### src/hw/rtl/rsnh_pkg.sv
// Package for the ray/sphere nearest-hit block: widths, codes, shared types.
// Used by every file of the block but rsnh_ram; depends on nothing.
package rsnh_pkg;

  // Fixed point and store geometry.
  localparam int FRAC_BITS   = 12;
  localparam int RAY_SLOTS   = 4096;
  localparam int SLOT_W      = $clog2(RAY_SLOTS);
  localparam int COORD_W     = 16;
  localparam int DIST_W      = 20;
  localparam int ID_W        = 16;
  localparam int SID_W       = 15;
  localparam int RAD_W       = 15;

  // Arithmetic widths of the front pipeline.
  localparam int OC_W        = COORD_W + 1;
  localparam int DOT_W       = 2 * OC_W + 1;
  localparam int HB_W        = DOT_W - FRAC_BITS;
  localparam int SQ_W        = 2 * OC_W;
  localparam int C_W         = SQ_W + 2;
  localparam int HB2_W       = 2 * HB_W;
  localparam int DISC_W      = HB2_W + 1;
  localparam int ROOT_W      = HB2_W / 2;
  localparam int REM_W       = ROOT_W + 3;
  localparam int T_W         = HB_W + 2;

  // Queue between front and back.
  localparam int QUEUE_DEPTH = 32;
  localparam int QUEUE_AW    = $clog2(QUEUE_DEPTH);

  // Configuration port.
  localparam int CFG_IDX_W   = 3;
  localparam int CFG_DATA_W  = 16;
  localparam logic [CFG_IDX_W-1:0] CFG_CENTER_X  = 3'd0;
  localparam logic [CFG_IDX_W-1:0] CFG_CENTER_Y  = 3'd1;
  localparam logic [CFG_IDX_W-1:0] CFG_CENTER_Z  = 3'd2;
  localparam logic [CFG_IDX_W-1:0] CFG_RADIUS    = 3'd3;
  localparam logic [CFG_IDX_W-1:0] CFG_SPHERE_ID = 3'd4;

  // Commands.
  localparam logic CMD_CLEAR     = 1'b0;
  localparam logic CMD_INTERSECT = 1'b1;

  // Store codes.
  localparam logic [DIST_W-1:0] NO_HIT_DIST = '1;
  localparam logic [DIST_W-1:0] MAX_DIST    = NO_HIT_DIST - DIST_W'(1);
  localparam logic [ID_W-1:0]   NO_HIT_ID   = '1;
  localparam logic [RAD_W-1:0]  RADIUS_RST  = RAD_W'(1 << FRAC_BITS);

  typedef struct packed {
    logic signed [COORD_W-1:0] center_x;
    logic signed [COORD_W-1:0] center_y;
    logic signed [COORD_W-1:0] center_z;
    logic [RAD_W-1:0]          radius;
    logic [SID_W-1:0]          sphere_id;
  } cfg_t;

  typedef struct packed {
    logic                      command;
    logic [SLOT_W-1:0]         slot;
    logic signed [COORD_W-1:0] origin_x;
    logic signed [COORD_W-1:0] origin_y;
    logic signed [COORD_W-1:0] origin_z;
    logic signed [COORD_W-1:0] dir_x;
    logic signed [COORD_W-1:0] dir_y;
    logic signed [COORD_W-1:0] dir_z;
  } in_word_t;

  // Sideband carried along the square-root stages.
  typedef struct packed {
    logic                   command;
    logic [SLOT_W-1:0]      slot;
    logic                   neg;
    logic signed [HB_W-1:0] hb;
  } side_t;

  // Classified work handed from front to back.
  typedef struct packed {
    logic              command;
    logic [SLOT_W-1:0] slot;
    logic              cand;
    logic [DIST_W-1:0] distance;
  } job_t;

  typedef struct packed {
    logic [DIST_W-1:0] distance;
    logic [ID_W-1:0]   id;
  } entry_t;

  typedef struct packed {
    logic pop;
    logic clearing;
  } back_stat_t;

endpackage

### src/hw/rtl/rsnh_queue.sv
// Short job queue between the front pipeline and the store back end.
// Register-file FIFO; depends on rsnh_pkg.
module rsnh_queue (
  input  logic           clk,
  input  logic           rst_n,
  input  logic           push,
  input  rsnh_pkg::job_t push_job,
  input  logic           pop,
  output logic           head_valid,
  output rsnh_pkg::job_t head_job
);

  rsnh_pkg::job_t                 slot_r [rsnh_pkg::QUEUE_DEPTH];
  logic [rsnh_pkg::QUEUE_AW-1:0]  wr_ptr_r;
  logic [rsnh_pkg::QUEUE_AW-1:0]  rd_ptr_r;
  logic [rsnh_pkg::QUEUE_AW:0]    count_r;
  logic [rsnh_pkg::QUEUE_AW:0]    count_nxt;

  always_comb begin
    count_nxt = count_r;
    if (push && !pop) begin
      count_nxt = count_r + 1'b1;
    end else if (pop && !push) begin
      count_nxt = count_r - 1'b1;
    end
  end

  // Pointers and occupancy.
  always_ff @(posedge clk) begin
    if (!rst_n) begin
      wr_ptr_r <= '0;
      rd_ptr_r <= '0;
      count_r  <= '0;
    end else begin
      if (push) begin
        wr_ptr_r <= wr_ptr_r + 1'b1;
      end
      if (pop) begin
        rd_ptr_r <= rd_ptr_r + 1'b1;
      end
      count_r <= count_nxt;
    end
  end

  // Storage.
  always_ff @(posedge clk) begin
    if (push) begin
      slot_r[wr_ptr_r] <= push_job;
    end
  end

  assign head_valid = (count_r != '0);
  assign head_job   = slot_r[rd_ptr_r];

`ifndef SYNTHESIS
  a_no_overflow: assert property (@(posedge clk) disable iff (!rst_n)
    (push && !pop) |-> (count_r < (rsnh_pkg::QUEUE_AW+1)'(rsnh_pkg::QUEUE_DEPTH)))
    else $error("job queue overflow");
  a_no_underflow: assert property (@(posedge clk) disable iff (!rst_n)
    pop |-> (count_r != '0))
    else $error("job queue popped while empty");
`endif

endmodule

### config.mk
export PLATFORM = sky130hd
export DESIGN_NAME = rsnh_queue
export DESIGN_NICKNAME = d
export VERILOG_FILES = /design/src/hw/rtl/rsnh_pkg.sv /design/src/hw/rtl/rsnh_queue.sv
export SDC_FILE = /design/constraint.sdc
export NUM_CORES = 1
export LEC_CHECK = 0
export BUFFER_PORTS_ARGS = -buffer_cell sky130_fd_sc_hd__buf_4
export CORE_MARGIN = 1.5
export CORE_UTILIZATION = 45
export DETAILED_ROUTE_END_ITERATION = 10
export PLACE_DENSITY = 0.61
export SLEW_MARGIN = 10
export SYNTH_ARGS = -nofsm -noshare
export SYNTH_HDL_FRONTEND = slang
export SYNTH_SLANG_ARGS = --single-unit
### constraint.sdc
create_clock -name clk -period 3.7 [get_ports clk]
set_clock_uncertainty 0.1 [all_clocks]
set_input_delay 0.185 -clock clk [delete_from_list [all_inputs] [get_ports clk]]
set_output_delay 0.185 -clock clk [all_outputs]
set_load 0.02 [all_outputs]
=== Word-level counts from Yosys, hierarchy flattened ===
Memory sizes are Yosys's and may differ from the RTL's. A register that Yosys moved wholly into a read port is not among the register bits.
Cells that the tools add are included.

* Register bits: 16
* Memory bits (writable): 1088
* Input port bits: 38
* Output and inout port bits: 35
* Logic and storage cells: 20
* Memories: 1

* Add/sub/neg operators: 4
* Multiplexer cells: 6
* Reduce and logical (&&, ||, !) cells: 6

{| class="wikitable"
|+ Memories
! memory !! depth !! width !! rd ports !! clocked after Yosys merged registers in !! write ports !! line !! text
|-
| slot_r || 32 || 34 || 1 || 1 || 1 || rsnh_queue.sv:13 || <nowiki>rsnh_pkg::job_t slot_r [rsnh_pkg::QUEUE_DEPTH];</nowiki>
|}

{| class="wikitable"
|+ Operator list
! cell !! count
|-
| two-way mux 6 bit || 2
|-
| adder 5 x 1 -> 5 bit (second input constant) || 2
|-
| two-way mux 5 bit || 2
|-
| adder 6 x 1 -> 6 bit (second input constant) || 1
|-
| nonzero test 6 bit || 1
|-
| subtractor 6 x 1 -> 6 bit (second input constant) || 1
|-
| logical AND 1 bit || 2
|-
| logical NOT 1 bit || 2
|-
| two-way mux 1 bit || 2
|-
| nonzero test 2 bit || 1
|}

=== Logic depth before layout (Yosys ltp) ===
* Depth in word-level cells: 4
* Depth in mapped cells: 9
* Depth with buffers taken out: 8

=== Least setup slack after synthesis ===
Ideal clock, no wire load.

* Path type: register to register
* Start: register wr_ptr_r[2] (netlist name)
* End: memory slot_r[4][0] (netlist name), enable pin
* Setup time: 0.425 ns
* Arrival time: 2.498 ns
* Required time: 3.175 ns
* Slack: 0.677 ns
* Cell stages (with the launch flop): 4
* Path buffers: 1
* Period minus slack after synthesis: 3.023 ns
* Path through: dfxtp_1 clkbuf_1 or3b_2 nor2_1

{| class="wikitable"
|+ RTL lines
! item !! line !! text
|-
| start: declaration || rsnh_queue.sv:14 || <nowiki>logic [rsnh_pkg::QUEUE_AW-1:0] wr_ptr_r;</nowiki>
|-
| start signal: assignment || rsnh_queue.sv:36 || <nowiki>wr_ptr_r <= wr_ptr_r + 1'b1;</nowiki>
|-
| end: declaration || rsnh_queue.sv:13 ||
|}

No word-level cell before the write port.

==> flow_summary.json <==
{
  "crit_chain": "nand2b_4 -> buf_4 -> a211oi_1 -> nor3_1 -> or4_1 -> buf_4",
  "cap_viol_max_count": 0,
  "path_class": "register to output pin",
  "grt_overflow": 0,
  "grt_max_degree": 63,
  "hp-start": "rst_n",
  "relSlewSlack_pct": 23.3,
  "placed_cells": 3454,
  "cts_root_buf": "clkbuf_16",
  "clkLatencyLatePin_ns": 0.70,
  "pwr_density_cell_nw_per_um2": 533,
  "track_usage_pct": 21.6,
  "yosys-top-cells-area": "edfxtp_1 76%, mux2_2 5.3%, mux4_2 5.2%",
  "max_stage_delay_ns": 0.70,
  "async_flop_share_pct": 0,
  "wirelength_microns": 105000,
  "rsz0062_at_grt": "false",
  "synth-edff-count": 1088,
  "worstHoldPathCells": 3,
  "syn-num-nets": 2199,
  "grt_pass1_vias": 22100,
  "worst_slew_pin_slew_ns": 1.15,
  "ys_warn_count": 0,
  "synthesis.area_sq_um": 43000,
  "area_delta_synth_final_pct": 15.8,
  "max_freq_mhz": 282,
  "placed_cell_area_sq_um": 45800,
  "seq_area_frac_synth_pct": 76.9,
  "power_mw": 26.6,
  "num_vias": 21700,
  "grt_pass1_wl_microns": 152000,
  "cp-end-kind": "output pin",
  "rows": 113,
  "ir_worst_vdd_uv": 410,
  "cts_buffers": 112,
  "hpwl_microns": 56900,
  "pin_count": 73,
  "htreeDepth": 3,
  "die_area_sq_um": 97500,
  "first_pass_iters": 5,
  "die_x_microns": 312,
  "min_period_ns": 3.55,
  "postRouteAntennaNets": 0,
  "utilization_pct": 52.5,
  "critPathMostFrequentCell": "buf_4",
  "r2r_cells": 5,
  "postLayoutCellArea_sq_um": 49800,
  "start_kind": "register",
  "fin_tns_setup_ns": 0,
  "path_clk_slew_ns": 0.06,
  "hp-class": "input pin to register",
  "leakage_nw": 15.6,
  "drt_iter0_markers": 2217,
  "drive_gt1_share_pct": 27.8,
  "synth_seq_cells": 1109,
  "nNetsFinal": 2390,
  "diodes": 0,
  "port_buffers": 72,
  "maxSlewViolCount": 0,
  "fin_cells": 3701,
  "synthFlopType": "edfxtp_1",
  "clock-sinks": 1109,
  "worst_r2r_startpoint": "wr_ptr_r[0]",
  "drt_drc_violations_left": 0,
  "yosys.area.top_type": "edfxtp_1",
  "critPathSlowestCell": "dfxtp_1",
  "status": "complete, no violations",
  "critPathMaxFanout": 18,
  "hold_viol": 0,
  "worstPathArrival_ns": 3.27,
  "clock_path_buffers": 3,
  "cts_tree": "built",
  "finalCritPeriodShare_pct": 96.0,
  "setup_viol": 0,
  "cp.required_ns": 3.41,
  "initial_core_util_pct": 45.4,
  "wl_per_cell_microns": 28.5,
  "place.gp.congestion": 0.756,
  "yosys.area.top_type_share_pct": 75.9,
  "die_h_microns": 312,
  "netlist_instances": 2150,
  "syn_area_per_cell_sq_um": 20.0,
  "antenna_found_initial": 1,
  "via_per_inst": 5.86,
  "ys_types": 50,
  "core-area_sq_um": 94900
}
==> layer usage <==
metal | vias to the layer above | routed length, microns | global-route usage, %
li1 | 9321 | - | -
met4 | 2 | 2740 | 6.92
met3 | 167 | 6610 | 3.38
met1 | 11400 | 44100 | 29.6
met5 | - | 10 | 0
met2 | 764 | 51800 | 35.5
==> final timing paths <==
check                  to  slack [ns]
min reg2reg    count_r[5]        0.39
min           wr_ptr_r[4]        0.29
max           head_job[2]        0.15
max reg2reg  slot_r[0][8]        0.82
==> synthesized netlist by cell type (3+ instances only) <==
| library cell | number |
|---|---|
| mux2i_1 | 4 |
| o22ai_1 | 68 |
| buf_4 | 4 |
| mux4_2 | 99 |
| and2_1 | 10 |
| edfxtp_1 | 1088 |
| buf_2 | 16 |
| xnor2_1 | 8 |
| dfxtp_1 | 21 |
| ha_1 | 10 |
| a22o_1 | 68 |
| inv_1 | 5 |
| nand4_1 | 3 |
| dlygate4sd1_1 | 3 |
| nand2_1 | 14 |
| buf_1 | 10 |
| o21ai_0 | 69 |
| clkbuf_1 | 79 |
| buf_6 | 4 |
| buf_12 | 8 |
| mux4_1 | 37 |
| nand3b_1 | 3 |
| nor2b_1 | 72 |
| or4_1 | 35 |
| nor2_1 | 38 |
| nor3_1 | 68 |
| a211oi_1 | 70 |
| mux2_2 | 204 |
==> report_power, final <==
part	internal (mW)	switching, mW
logic	0.596	0.864
clock network	6.47	4.70
registers	13.9	0.0431
==> state kept, by name, indices dropped and copies added (netlist names), named ones only <==
name,flops
rd_ptr_r,5
slot_r,1088
count_r,6
wr_ptr_r,5
==> critical path: cells and delay by family (launching register included) <==
kind / cells / cell delay, ns
DFF: 1 / 0.70
buffers and inverters: 2 / 0.50
AOI/OAI and AO/OA: 1 / 0.10
and+or+nand+nor: 3 / 1.23
==> logic make-up after synthesis <==
kind of cell / after synthesis / share of synthesized area (%)
compound gates: 285 / 4.58
xor+xnor: 10 / 0.204
fa+ha+maj: 11 / 0.337
buf+inv: 132 / 1.70
flops: 1109 / 76.9
mux: 344 / 12.9
simple gates: 259 / 3.40
==> through the flow <==
stage	setup slack (ns)	hold WS, ns
floorplan	0.677	0.184
CTS	0.0328	0.264
global route	0.0384	0.294
global placement	0.811	0.361
detailed placement	0.787	0.371
finish	0.150	0.294
==> placed cells by master, fill, tap and decap left out, drive strengths merged, types with 2 or more instances in the layout <==
cell type and count:
clkinv 61, nor2b 72, xnor2 8, nor2 38, or4 35, nand4 3, ha 10, clkinvlp 3
a21o 2, buf 166, bufinv 12, or3 2, mux2i 4, clkbuf 133, o22ai 68, nand2b 3
or3b 2, edfxtp 1088, nand3b 3, mux2 204, dlygate4sd3 37, o21ai 69, nor3 68, nand2 14
and3 2, a22o 68, xor2 2, or2 2, dfxtp 21, o21a 2, and2 10, nor4 2
a211oi 70, inv 6, mux4 136
==> area by class of cell <==
cell class | instances | area, sq um
Clock buffer | 132 | 2920
Clock inverter | 77 | 727
Fill cell | 7364 | 45000
Inverter | 5 | 18.8
Multi-Input combinational cell | 909 | 9500
Sequential cell | 1109 | 33100
Tap cell | 1265 | 1580
Timing Repair Buffer | 204 | 1990
==> repair_timing <==
action	4_1_cts	5_1_grt
gates resized for setup	0	0
setup buffers	0	1
endpoints found under the hold margin	1109	0
setup endpoints to repair	0	1
hold buffers	37	0
Power figures use the tool's default switching activity.
